File: config.mk
export PLATFORM = sky130hd
export DESIGN_NAME = mpu_pos
export DESIGN_NICKNAME = d
export VERILOG_FILES = /design/src/max_pool_and_upsample_2d_defines.svh /design/src/mpu_pkg.sv /design/src/mpu_pos.sv
export SDC_FILE = /design/constraint.sdc
export NUM_CORES = 1
export LEC_CHECK = 0
export BUFFER_PORTS_ARGS = -buffer_cell sky130_fd_sc_hd__clkbuf_2
export CORE_MARGIN = 4
export CORE_UTILIZATION = 35
export DETAILED_ROUTE_END_ITERATION = 7
export REMOVE_ABC_BUFFERS = 1
export SYNTH_ARGS = -nofsm -noshare
export SYNTH_HDL_FRONTEND = slang
export SYNTH_SLANG_ARGS = --single-unit
export TNS_END_PERCENT = 1
File: constraint.sdc
create_clock -name clock -period 8.22 [get_ports clock]
set_input_delay 0 -clock clock [delete_from_list [all_inputs] [get_ports clock]]
set_output_delay 0 -clock clock [all_outputs]
set_load 0.1 [all_outputs]
File: src/max_pool_and_upsample_2d_defines.svh
// Assertion macros for the max pool / upsample block.
// Included by the top level only; no other dependencies.
`ifndef MAX_POOL_AND_UPSAMPLE_2D_DEFINES_SVH
`define MAX_POOL_AND_UPSAMPLE_2D_DEFINES_SVH

`ifndef SYNTHESIS
// Checked only out of reset.
`define MPU_ASSERT(label, prop, msg) \
   label: assert property (@(posedge clock) disable iff (reset) prop) else $error(msg);
// Checked on every edge, reset included.
`define MPU_ASSERT_ALWAYS(label, prop, msg) \
   label: assert property (@(posedge clock) prop) else $error(msg);
`else
`define MPU_ASSERT(label, prop, msg)
`define MPU_ASSERT_ALWAYS(label, prop, msg)
`endif

`endif

File: src/mpu_pkg.sv
// Shared types, constants and register helpers for the max pool / upsample block.
// No dependencies.
package mpu_pkg;

   localparam int MAX_EXTENT   = 1024;
   localparam int MAX_FACTOR   = 8;
   localparam int MAX_CHANNELS = 64;
   localparam int SAMPLE_W     = 16;

   localparam int EXT_W    = $clog2(MAX_EXTENT);        // coordinate width
   localparam int EXTC_W   = EXT_W + 1;                 // extent / count width
   localparam int CHAN_W   = $clog2(MAX_CHANNELS);
   localparam int CHANC_W  = CHAN_W + 1;
   localparam int FACTOR_W = 4;
   localparam int SUB_W    = $clog2(MAX_FACTOR);        // offset inside a window
   localparam int PMAX_W   = SAMPLE_W - 1;              // stored maxima are never negative
   localparam int CSR_W    = EXTC_W;
   localparam int CSR_IDX_W = 3;

   // Register indexes
   localparam logic [CSR_IDX_W-1:0] CSR_MODE          = 3'd0;
   localparam logic [CSR_IDX_W-1:0] CSR_FACTOR        = 3'd1;
   localparam logic [CSR_IDX_W-1:0] CSR_OUTER_EXTENT  = 3'd2;
   localparam logic [CSR_IDX_W-1:0] CSR_INNER_EXTENT  = 3'd3;
   localparam logic [CSR_IDX_W-1:0] CSR_CHANNEL_COUNT = 3'd4;

   localparam logic MODE_REDUCE  = 1'b0;
   localparam logic MODE_ENLARGE = 1'b1;

   // Configuration, already clamped to the legal range
   typedef struct packed {
      logic                mode;
      logic [FACTOR_W-1:0] factor;
      logic [EXTC_W-1:0]   outer_extent;
      logic [EXTC_W-1:0]   inner_extent;
      logic [CHANC_W-1:0]  channel_count;
   } cfg_type;

   // Position of the next input item and the flags derived from it
   typedef struct packed {
      logic [CHAN_W-1:0] chan;
      logic [EXT_W-1:0]  outer;
      logic [EXT_W-1:0]  inner;
      logic [EXT_W-1:0]  outer_win;
      logic [EXT_W-1:0]  inner_win;
      logic [EXT_W-1:0]  outer_base;
      logic [EXT_W-1:0]  inner_base;
      logic              first;
      logic              win_end;
   } pos_type;

   function automatic logic [FACTOR_W-1:0] clamp_factor(input logic [FACTOR_W-1:0] v);
      logic [FACTOR_W-1:0] r;
      r = v;
      if (v == '0)
         r = FACTOR_W'(1);
      else if (v > FACTOR_W'(MAX_FACTOR))
         r = FACTOR_W'(MAX_FACTOR);
      return r;
   endfunction

   function automatic logic [EXTC_W-1:0] clamp_extent(input logic [EXTC_W-1:0] v);
      logic [EXTC_W-1:0] r;
      r = v;
      if (v == '0)
         r = EXTC_W'(1);
      else if (v > EXTC_W'(MAX_EXTENT))
         r = EXTC_W'(MAX_EXTENT);
      return r;
   endfunction

   function automatic logic [CHANC_W-1:0] clamp_chan(input logic [CHANC_W-1:0] v);
      logic [CHANC_W-1:0] r;
      r = v;
      if (v == '0)
         r = CHANC_W'(1);
      else if (v > CHANC_W'(MAX_CHANNELS))
         r = CHANC_W'(MAX_CHANNELS);
      return r;
   endfunction

endpackage

File: src/mpu_pos.sv
// Frame position tracker: channel / outer / inner counters plus window and
// block offsets, with window flags. Depends on mpu_pkg.
module mpu_pos (
   input  logic            clock,
   input  logic            reset,
   input  mpu_pkg::cfg_type cfg,
   input  logic            restart,
   input  logic            advance,
   output mpu_pkg::pos_type pos
);

   logic [mpu_pkg::CHAN_W-1:0] chan_ff, chan_in;
   logic [mpu_pkg::EXT_W-1:0]  outer_ff, outer_in, inner_ff, inner_in;
   logic [mpu_pkg::EXT_W-1:0]  outer_win_ff, outer_win_in, inner_win_ff, inner_win_in;
   logic [mpu_pkg::EXT_W-1:0]  outer_base_ff, outer_base_in, inner_base_ff, inner_base_in;
   logic [mpu_pkg::SUB_W-1:0]  outer_sub_ff, outer_sub_in, inner_sub_ff, inner_sub_in;

   logic [mpu_pkg::FACTOR_W-1:0] f_m1_full;
   logic [mpu_pkg::SUB_W-1:0]    f_m1;
   logic [mpu_pkg::EXTC_W-1:0]   outer_nx, inner_nx, outer_base_nx, inner_base_nx;
   logic [mpu_pkg::CHANC_W-1:0]  chan_nx;
   logic                         reduce, inner_wrap, outer_wrap, chan_wrap;
   logic                         inner_sub_end, outer_sub_end;

   always_comb begin
      f_m1_full     = cfg.factor - mpu_pkg::FACTOR_W'(1);
      f_m1          = f_m1_full[mpu_pkg::SUB_W-1:0];
      reduce        = (cfg.mode == mpu_pkg::MODE_REDUCE);
      outer_nx      = {1'b0, outer_ff} + mpu_pkg::EXTC_W'(1);
      inner_nx      = {1'b0, inner_ff} + mpu_pkg::EXTC_W'(1);
      outer_base_nx = {1'b0, outer_base_ff} + mpu_pkg::EXTC_W'(cfg.factor);
      inner_base_nx = {1'b0, inner_base_ff} + mpu_pkg::EXTC_W'(cfg.factor);
      chan_nx       = {1'b0, chan_ff} + mpu_pkg::CHANC_W'(1);
      inner_sub_end = (inner_sub_ff == f_m1);
      outer_sub_end = (outer_sub_ff == f_m1);
      // reduce walks the full frame, enlarge walks the small map
      inner_wrap = reduce ? (inner_nx >= cfg.inner_extent)
                          : (inner_base_nx >= cfg.inner_extent);
      outer_wrap = reduce ? (outer_nx >= cfg.outer_extent)
                          : (outer_base_nx >= cfg.outer_extent);
      chan_wrap  = (chan_nx >= cfg.channel_count);

      chan_in       = chan_ff;
      outer_in      = outer_ff;
      inner_in      = inner_ff;
      outer_win_in  = outer_win_ff;
      inner_win_in  = inner_win_ff;
      outer_base_in = outer_base_ff;
      inner_base_in = inner_base_ff;
      outer_sub_in  = outer_sub_ff;
      inner_sub_in  = inner_sub_ff;

      if (restart) begin
         chan_in       = '0;
         outer_in      = '0;
         inner_in      = '0;
         outer_win_in  = '0;
         inner_win_in  = '0;
         outer_base_in = '0;
         inner_base_in = '0;
         outer_sub_in  = '0;
         inner_sub_in  = '0;
      end else if (advance) begin
         if (!inner_wrap) begin
            inner_in      = inner_nx[mpu_pkg::EXT_W-1:0];
            inner_base_in = inner_base_nx[mpu_pkg::EXT_W-1:0];
            inner_sub_in  = inner_sub_end ? '0 : inner_sub_ff + mpu_pkg::SUB_W'(1);
            inner_win_in  = inner_win_ff + mpu_pkg::EXT_W'(inner_sub_end);
         end else begin
            inner_in      = '0;
            inner_base_in = '0;
            inner_sub_in  = '0;
            inner_win_in  = '0;
            if (!outer_wrap) begin
               outer_in      = outer_nx[mpu_pkg::EXT_W-1:0];
               outer_base_in = outer_base_nx[mpu_pkg::EXT_W-1:0];
               outer_sub_in  = outer_sub_end ? '0 : outer_sub_ff + mpu_pkg::SUB_W'(1);
               outer_win_in  = outer_win_ff + mpu_pkg::EXT_W'(outer_sub_end);
            end else begin
               outer_in      = '0;
               outer_base_in = '0;
               outer_sub_in  = '0;
               outer_win_in  = '0;
               chan_in       = chan_wrap ? '0 : chan_nx[mpu_pkg::CHAN_W-1:0];
            end
         end
      end
   end

   always_ff @(posedge clock) begin
      if (reset) begin
         chan_ff       <= '0;
         outer_ff      <= '0;
         inner_ff      <= '0;
         outer_win_ff  <= '0;
         inner_win_ff  <= '0;
         outer_base_ff <= '0;
         inner_base_ff <= '0;
         outer_sub_ff  <= '0;
         inner_sub_ff  <= '0;
      end else begin
         chan_ff       <= chan_in;
         outer_ff      <= outer_in;
         inner_ff      <= inner_in;
         outer_win_ff  <= outer_win_in;
         inner_win_ff  <= inner_win_in;
         outer_base_ff <= outer_base_in;
         inner_base_ff <= inner_base_in;
         outer_sub_ff  <= outer_sub_in;
         inner_sub_ff  <= inner_sub_in;
      end
   end

   always_comb begin
      pos.chan       = chan_ff;
      pos.outer      = outer_ff;
      pos.inner      = inner_ff;
      pos.outer_win  = outer_win_ff;
      pos.inner_win  = inner_win_ff;
      pos.outer_base = outer_base_ff;
      pos.inner_base = inner_base_ff;
      pos.first      = (outer_sub_ff == '0) && (inner_sub_ff == '0);
      // window closes on its last row and column, or at the clipped frame edge
      pos.win_end    = (outer_sub_end || (outer_nx == cfg.outer_extent)) &&
                       (inner_sub_end || (inner_nx == cfg.inner_extent));
   end

endmodule

==> impl_metrics.ini, run 1 <==
[run_status]
status = complete, no violations

[synth]
synth_cells = 675
yosysWarnings = 0
synthTopCellsByArea = dfxtp_1, ha_1, a21oi_1
ys.flop_type = dfxtp_1
synth_top_area_share_pct = 26.9
synth.most_common_cell = nand2_1
yosysUniqueCellTypes = 57
synth_edf_count = 0
ys_seq_area_share_pct = 26.9
ys_top_cells_by_count = nand2_1, a21oi_1, dfxtp_1
syn_area_per_cell_um2 = 7.93
async_flop_share_pct = 0
netlist_area_um2 = 5350
yosysTopAreaCell = dfxtp_1
synth-seq-cells = 72

[timing]
rsz0062_at_grt = no
max_slew_margin_pct = 49.5
setup_viol = 0
fin_setup_tns_ps = 0
worst_pin_slew_ps = 757
fin_crit_ps = 4890
skew_ps = 7.80
min_period_over_period_pct = 59.5
fin_ws_ps = 3330
final_hold_viol_count = 0
whs_ps = 198
slew_viol_final = 0
fmaxAchievable_mhz = 204

[global_routing]
grt_pass1_vias = 5023
antenna_found_initial = 0
grt_max_degree = 62
track_usage_pct = 17.4
grt_overflow_total = 0
grt_pass1_wl_mm = 25.2

[setup_path]
crit_chain = ha_1 > inv_1 > fa_1 > nor2b_1 > o21ai_0 > a21oi_1 > and3_1 > xor2_1 > ha_1 > and3_1 > o211ai_1 > a22o_1 > buf_4 > nor2_2 > nand2_1 > o41ai_1
cp_slowest_cell = nor2_2
worstPathArrival_ps = 5130
crit_required_ps = 8460
r2r_setup_slack_ps = 3330
critPathBufInv = 2
endpoint_kind = register
crit_fanout = 17
slowest_delay_ps = 590
worstSetupPathType = register to register
crit_family = simple AND/OR/NAND/NOR gates
cp-start-kind = register

[place]
placed_area_um2 = 6030
dpl_worst_slack_ps = 3340
gp_congestion = 0.807
numPortBuffers = 105
hpwl_mm = 10.9

[clocking]
ctsHoldBuffers = 0
cts_setup_buffers = 0
clock_path_buffers = 2
cts_tree = done
insertion_delay_ps = 340
root_buffer = clkbuf_16
cts_sinks = 72
clk_pin_slew_ps = 70
htree_levels = 3
post_cts_resized = 0
cts_buffers = 9

[routing]
totalWireLength_mm = 14.9
ant_nets = 0
num_vias = 5133
first_pass_iters = 5
wl_per_cell_um = 15.6
post_drt_via_cell_ratio = 5.36
drc = 0
drt_iter0_drc = 361

[power_and_ir_drop]
power_frac_seq_pct = 40.5
intPower_w = 0.000623
switchingPower_w = 0.000248
comb_power_share_pct = 12.9
p_clk_share_pct = 46.6
ir_worst_vdd_mv = 0.0790
p_sw_share_pct = 28.4
cellPowerDensity_nw_per_um2 = 137
cellLeakagePower_nw = 2.88

[floorplan]
row_count = 44
die_x_um = 132
initial_utilization_pct = 36.3
core_area_um2 = 14800
ios = 106
die-area_um2 = 17300
die_y_um = 132

[cells_and_area]
area_growth_pct = 18.4
antennaDiodeCount = 0
multi_input_area_um2 = 3630
fill_cells = 1521
final_area_um2 = 6340
drive_gt1_share_pct = 18.0
fin_nets = 880
regArea_um2 = 1440
fin_util_pct = 43.0

[min_path]
hold_path_class = input port to register

[flow_run]
maxCapViolCount = 0
## final timing paths
kind,start,endpoint,depth (start not counted)
max,inner_base_ff[0],outer_sub_ff[0],16
min,cfg[6],chan_ff[1],6
max reg2reg,inner_base_ff[0],outer_sub_ff[0],16
min reg2reg,outer_base_ff[3],outer_base_ff[3],2
## final cells by class
type | instances | area share (%)
well taps | 184 | 3.63
inverters | 46 | 2.72
flip-flops and latches | 72 | 22.7
clock buffers | 9 | 3.55
multi-input cells | 530 | 57.2
clock inverters | 7 | 1.24
repair buffers | 110 | 8.88
## flip-flops by register name, indices dropped and copies added, names as in the netlist, 6 cells and up
signal,flops
inner_ff,10
outer_base_ff,10
outer_win_ff,10
chan_ff,6
outer_ff,10
inner_win_ff,10
inner_base_ff,10
## cells by family (layout without fill, tap and decap cells)
logic type      Yosys count  count (layout)  share of synthesized area (%)
mux                       5               5                          0.935
xor+xnor                 48              48                           7.85
fa+ha+maj                73              73                           17.3
buf+inv                  73             172                           5.37
simple gates            242             242                           23.2
compound gates          162             162                           18.4
flops                    72              72                           26.9
## power by group through the flow
stage / logic, W / clock network, W / registers (W)
2_1_floorplan: 0.0000627 / 0 / 0.000371
3_3_place_gp: 0.000112 / 0 / 0.000361
3_5_place_dp: 0.000113 / 0 / 0.000361
4_1_cts: 0.000113 / 0.000419 / 0.000353
5_1_grt: 0.000127 / 0.000433 / 0.000353
6_report: 0.000112 / 0.000406 / 0.000353
## placed cells by master, fill, tap and decap left out, types with 11 or more instances in the layout
cell type | Yosys | routed
clkbuf_2 | 0 | 105
nand4_1 | 11 | 11
nand4b_1 | 11 | 11
ha_1 | 71 | 71
nand2_1 | 81 | 81
a21oi_1 | 72 | 72
xor2_1 | 22 | 22
o22ai_1 | 14 | 14
dfxtp_1 | 72 | 72
inv_1 | 45 | 45
and3_1 | 19 | 19
o21ai_0 | 36 | 36
nor2_1 | 23 | 22
nand3_1 | 44 | 44
xnor2_1 | 26 | 26
or3_1 | 14 | 14
## layer usage
layer,vias to the layer above,GRT usage (%),wire length [um],share of wire (%)
met5,-,0,0,0
met2,112,28.3,6810,46
met1,2381,23.2,7190,48
met4,0,5.43,225,1.5
li1,2624,-,-,-
met3,16,3.56,679,4.6
## stage by stage
| step | total power (W) | std cells |
|---|---|---|
| 2_1_floorplan | 0.000433 | 648 |
| 3_3_place_gp | 0.000473 | 942 |
| 3_5_place_dp | 0.000473 | 942 |
| 4_1_cts | 0.000885 | 958 |
| 5_1_grt | 0.000913 | 958 |
| 6_report | 0.000871 | 958 |
## tightest hold or removal path: stages
cell       delay, ps
clkbuf_2          80
inv_1             40
ha_1             150
a2111oi_2         90
nand2_1           80
mux2i_1           50
Power figures use the tool's default switching activity.
==> run 2: changes to the inputs <==
--- a/config.mk
+++ b/config.mk
@@ -5,6 +5,7 @@
 export SDC_FILE = /design/constraint.sdc
 export NUM_CORES = 1
 export LEC_CHECK = 0
+export ABC_AREA = 1
 export BUFFER_PORTS_ARGS = -buffer_cell sky130_fd_sc_hd__clkbuf_2
 export CORE_MARGIN = 4
 export CORE_UTILIZATION = 35
==> constraint.sdc (replaced) <==
create_clock -name clock -period 4.6 [get_ports clock]
set_input_delay 0 -clock clock [delete_from_list [all_inputs] [get_ports clock]]
set_output_delay 0 -clock clock [all_outputs]
set_load 0.1 [all_outputs]
==> run 2 against run 1 <==
- worst setup slack got worse by 2300 ps
- worst hold slack got worse by 11 ps
- critical path type unchanged
- critical endpoint is now outer_base_ff[8]
- largest power group unchanged
- core utilization is 0.99 points lower
==> impl_metrics.ini, run 2 <==
[run_status]
status = complete, no violations

[routing]
drc = 0
ant_nets = 0
post_drt_via_cell_ratio = 4.58
wl_per_cell_um = 12.3
num_vias = 5263
first_pass_iters = 7
totalWireLength_mm = 14.2
drt_iter0_drc = 256

[clocking]
cts_tree = done
root_buffer = clkbuf_16
cts_setup_buffers = 0
clk_pin_slew_ps = 60
cts_buffers = 9
post_cts_resized = 0
htree_levels = 3
ctsHoldBuffers = 0
clock_path_buffers = 2
cts_sinks = 72
insertion_delay_ps = 340

[global_routing]
grt_pass1_vias = 4940
antenna_found_initial = 0
grt_pass1_wl_mm = 24.2
grt_max_degree = 40
grt_overflow_total = 0
track_usage_pct = 16.2

[timing]
worst_pin_slew_ps = 908
final_hold_viol_count = 0
min_period_over_period_pct = 78.4
slew_viol_final = 0
fin_ws_ps = 992
fmaxAchievable_mhz = 277
setup_viol = 0
fin_setup_tns_ps = 0
max_slew_margin_pct = 39.4
fin_crit_ps = 3610
rsz0062_at_grt = no
skew_ps = 8.44

[synth]
synthXorXnorAreaFrac_pct = 6.33
yosysWarnings = 0
ys_seq_area_share_pct = 25.4
ys.flop_type = dfxtp_1
async_flop_share_pct = 0
synth_compound_area_share_pct = 6.72
yosysUniqueCellTypes = 44
synth_cells = 830
netlist_area_um2 = 5680
synth_top_area_share_pct = 25.4
synth-simple-area-share_pct = 33.7
synth_top_family_by_area = simple AND/OR/NAND/NOR gates
synth_edf_count = 0
synthTopCellsByArea = dfxtp_1, ha_1, nand2_1
synth.most_common_cell = nand2_1
synth-seq-cells = 72
yosysTopAreaCell = dfxtp_1
syn_area_per_cell_um2 = 6.84
synthMuxAreaShare_pct = 0
synthAdderAreaFrac_pct = 16.4
ys_top_cells_by_count = nand2_1, inv_1, nand3_1

[power_and_ir_drop]
intPower_w = 0.00117
cellLeakagePower_nw = 3.56
p_clk_share_pct = 47.3
power_frac_seq_pct = 39.7
comb_power_share_pct = 13.1
cellPowerDensity_nw_per_um2 = 239
p_sw_share_pct = 26.9
ir_worst_vdd_mv = 0.166
switchingPower_w = 0.000429

[cells_and_area]
fin_nets = 1039
regArea_um2 = 1440
fill_cells = 1707
drive_gt1_share_pct = 16.9
multi_input_area_um2 = 3580
final_common_cell = nand2_1
antennaDiodeCount = 0
area_growth_pct = 17.5
fin_cells = 1149
final_cell_mix = nand2_1, inv_1, clkbuf_2, nand3_1, dfxtp_1

[setup_path]
worstPathArrival_ps = 3890
r2r_setup_slack_ps = 990
crit_end = outer_base_ff[8]
reg2reg_to = outer_base_ff[8]
crit_required_ps = 4880
startpoint = outer_base_ff[0]
cp.depth = 18
cp_slowest_cell = nor2_4
cp-start-kind = register
crit_fanout = 20
worstSetupPathType = register to register
critPathBufInv = 1
crit_top_cell = nand2_1
crit_family = simple AND/OR/NAND/NOR gates
slowest_delay_ps = 400
reg2reg_depth = 18
endpoint_kind = register
crit_chain = ha_1 > inv_1 > fa_1 > o21ai_0 > nand2_1 > nor2_1 > nand2_1 > nor3b_1 > ha_1 > a21oi_1 > nand2_1 > a21oi_1 > nor2_1 > nand2_1 > nand2_4 > nor2_4 > nand3_1 > nand2_1
worstReg2RegStart = outer_base_ff[0]

[place]
numPortBuffers = 105
dp_cells = 1133
gp_congestion = 0.806
dpl_worst_slack_ps = 994
hpwl_mm = 11.0

[floorplan]
die_x_um = 135
row_count = 46
ios = 106
die-area_um2 = 18300
initial_utilization_pct = 35.7
die_y_um = 135
core_area_um2 = 15900

[min_path]
hold_path_class = input port to register
hold_path_startpoint = cfg[29]

[flow_run]
maxCapViolCount = 0
-- run 2: changes by cell type after synthesis, moves of 12 or more --
| cell | previous run | this run |
|---|---|---|
| or3_1 | 14 | 0 |
| inv_1 | 45 | 123 |
| a21oi_1 | 72 | 45 |
| nand2_1 | 81 | 198 |
| and3_1 | 19 | 0 |
| nand3_1 | 44 | 87 |
| nor2_1 | 23 | 68 |
| o22ai_1 | 14 | 2 |
| clkbuf_1 | 20 | 6 |
| o21ai_0 | 36 | 9 |
-- run 2: power by group through the flow --
stage	sequential, W	clock (W)	combinational [W]
3_5_place_dp	0.000647	0	0.000210
4_1_cts	0.000633	0.000776	0.000212
5_1_grt	0.000633	0.000800	0.000237
3_3_place_gp	0.000647	0	0.000209
6_report	0.000633	0.000754	0.000208
2_1_floorplan	0.000668	0	0.000123
-- run 2: final cells by class --
type	instances	area share, %
clock buffer	11	3.49
clock inverter	5	1.22
inverter	135	7.64
multi-input combinational	602	53.8
sequential	72	21.6
tap	216	4.05
timing repair buffer	108	8.22
-- run 2: cells by family (layout without fill, tap and decap cells) --
| family | count (synthesis) | in the layout |
|---|---|---|
| flip-flops | 72 | 72 |
| buffers and inverters | 156 | 259 |
| AO/OA/AOI/OAI | 71 | 71 |
| adder cells (fa/ha/maj) | 73 | 73 |
| AND/OR/NAND/NOR | 417 | 417 |
| XOR/XNOR | 41 | 41 |
-- run 2: routing by layer --
metal	track usage (%)	vias up	part of all wire, %
met5	0	-	0
met1	21.9	2298	49
met3	3.23	18	4.7
li1	-	2846	-
met4	4.70	0	1.3
met2	26.3	101	45
-- run 2: worst min-delay path by stage --
| stage | endpoint | slack [ps] | cells after the start |
|---|---|---|---|
| after floorplan | inner_base_ff[8] | 160 | 2 |
| after global placement | outer_base_ff[0] | 460 | 2 |
| after detailed placement | outer_win_ff[0] | 460 | 2 |
| after CTS | outer_base_ff[0] | 180 | 4 |
| after global routing | outer_base_ff[0] | 240 | 4 |
| final | outer_base_ff[0] | 190 | 4 |
-- run 2: stage by stage --
stage                     instance area, um^2  power [W]  utilization [%]  hold WS, ps
after floorplan                          5530   0.000791                -          160
after global placement                   6350   0.000855             40.0          461
after detailed placement                 6350   0.000857             40.0          464
after CTS                                6670    0.00162             42.0          181
after global routing                     6670    0.00167             42.0          236
final                                    6670    0.00159             42.0          187
-- run 2: worst register-to-register path: stages, from the launching register on --
cell     delay (ps)
dfxtp_1         360
ha_1            180
inv_1            70
fa_1            390
o21ai_0         280
nand2_1         130
nor2_1          110
nand2_1          90
nor3b_1         300
ha_1            310
a21oi_1         150
nand2_1          80
a21oi_1         120
nor2_1           50
nand2_1         170
nand2_4         130
nor2_4          410
nand3_1         140
nand2_1          90
==> run 3: changes to the inputs <==
==> constraint.sdc (replaced) <==
create_clock -name clock -period 3.2 [get_ports clock]
set_input_delay 0 -clock clock [delete_from_list [all_inputs] [get_ports clock]]
set_output_delay 0 -clock clock [all_outputs]
set_load 0.1 [all_outputs]
==> run 3 against run 2 <==
- sequential power increased by 43%
- total power grew 51%
- design area up 4.9%
- die area unchanged
- combinational power up 59%
- critical path depth is 1 higher
- worst hold slack worse by 26 ps
- flip-flop and latch count did not move
- via count grew 2.4%
- clock skew is 1.3 ps lower
- non-clock buffer count up 23
- first-iteration DRC count is 1.2% lower
- critical path type unchanged
- largest cell class unchanged
==> impl_metrics.ini, run 3 (synthesis results as in run 2) <==
[run_status]
status = complete, no violations

[timing]
worst_pin_slew_ps = 945
slew_viol_final = 0
min_period_over_period_pct = 92.3
max_slew_margin_pct = 36.9
fin_setup_tns_ps = 0
skew_ps = 7.16
fmaxAchievable_mhz = 339
setup_viol = 0
fin_crit_ps = 2950
rsz0062_at_grt = no
final_hold_viol_count = 0

[setup_path]
worstSetupPathType = register to register
cp-start-kind = register
endpoint_kind = register
crit_required_ps = 3480
crit_fanout = 8
worstPathArrival_ps = 3240

[floorplan]
die_x_um = 135
initial_utilization_pct = 35.7
ios = 106
core_area_um2 = 15900
die_y_um = 135
row_count = 46
die-area_um2 = 18300

[global_routing]
track_usage_pct = 16.9
grt_pass1_wl_mm = 25.1
grt_pass1_vias = 5207
grt_max_degree = 39
antenna_found_initial = 0
grt_overflow_total = 0

[clocking]
cts_sinks = 72
cts_buffers = 9
cts_tree = done
clock_path_buffers = 2
insertion_delay_ps = 340
ctsHoldBuffers = 0
htree_levels = 3
clk_pin_slew_ps = 60
root_buffer = clkbuf_16

[routing]
totalWireLength_mm = 14.6
drc = 0
first_pass_iters = 4
wl_per_cell_um = 12.4
post_drt_via_cell_ratio = 4.60
ant_nets = 0
num_vias = 5390
drt_iter0_drc = 253

[power_and_ir_drop]
cellLeakagePower_nw = 3.73
ir_worst_vdd_mv = 0.240
cellPowerDensity_nw_per_um2 = 345
power_w = 0.00241

[place]
hpwl_mm = 11.5
gp_congestion = 0.788
numPortBuffers = 105

[cells_and_area]
final_cell_mix = nand2_1, inv_1, clkbuf_2, nand3_1, dfxtp_1
drive_gt1_share_pct = 20.2
antennaDiodeCount = 0
final_common_cell = nand2_1
fin_nets = 1062
area_growth_pct = 23.2
fill_cells = 1679

[flow_run]
maxCapViolCount = 0

[min_path]
hold_path_class = input port to register
## run 3: changes by cell type in the layout (fill, tap and decap cells not counted), moves of 2 or more
cell | previous run | this run
nor3b_1 | 2 | 0
fa_1 | 2 | 0
o21ai_2 | 0 | 2
nand2_2 | 8 | 10
fa_2 | 0 | 2
nand2_1 | 198 | 196
buf_4 | 3 | 21
buf_12 | 0 | 6
nor3b_2 | 0 | 2
## run 3: layout make-up
class	instances	area, um^2	area share (%)
clock buffer	11	243	3.47
clock inverter	5	104	1.48
inverter	135	509	7.28
multi-input combinational	602	3630	51.9
sequential	72	1440	20.6
tap	216	270	3.86
timing repair buffer	131	798	11.4
## run 3: timing repair
action / 4_1_cts / 5_1_grt
resized for setup: 0 / 12
buffers inserted: 0 / 1
endpoints found under the setup margin: 0 / 72
## run 3: through the flow
stage	cells	instance area, um^2	setup slack, ps	hold slack, ps	util [%]
3_3_place_gp	1155	6600	104	460	41.5
5_1_grt	1172	6990	5.41	202	44.0
4_1_cts	1171	6940	59.2	151	43.7
2_1_floorplan	809	5530	-746	160	-
6_report	1172	6990	247	161	44.0
3_5_place_dp	1155	6600	78.7	465	41.5
## run 3: critical path, stage by stage (launching register included)
cell and delay [ps]:
dfxtp_1 330, ha_1 160, inv_1 50, fa_2 360, o21ai_2 150, nand2_1 90
nor2_2 120, xor2_1 210, ha_1 280, a21o_1 180, nor2_1 130, nand2_1 80
nand2_1 100, nand2_4 80, nand3_4 110, nand2_4 70, inv_4 100, buf_4 170
nand2_1 60, nand2_1 70
## run 3: routing by layer
metal  routed length (um)  part of all wire (%)  GRT usage [%]
met5                    0                     0              0
met4                  118                  0.81           3.75
met3                  716                   4.9           4.38
met2                 6710                    46           27.4
met1                 7040                    48           22.7
## run 3: final timing paths
path                    startpoint          endpoint  slack (ps)  depth (start not counted)
setup / recovery  inner_base_ff[0]       outer_ff[6]         250                         19
hold / removal             cfg[29]  outer_base_ff[0]         160                          4
setup reg to reg  inner_base_ff[0]       outer_ff[6]         250                         19
hold reg to reg   outer_base_ff[0]  outer_base_ff[0]         470                          2
## run 3: power breakdown
part,internal [W],switching (W)
Combinational,0.000112,0.000220
Sequential,0.000903,0.00000552
Clock,0.000783,0.000392
Total,0.00180,0.000617
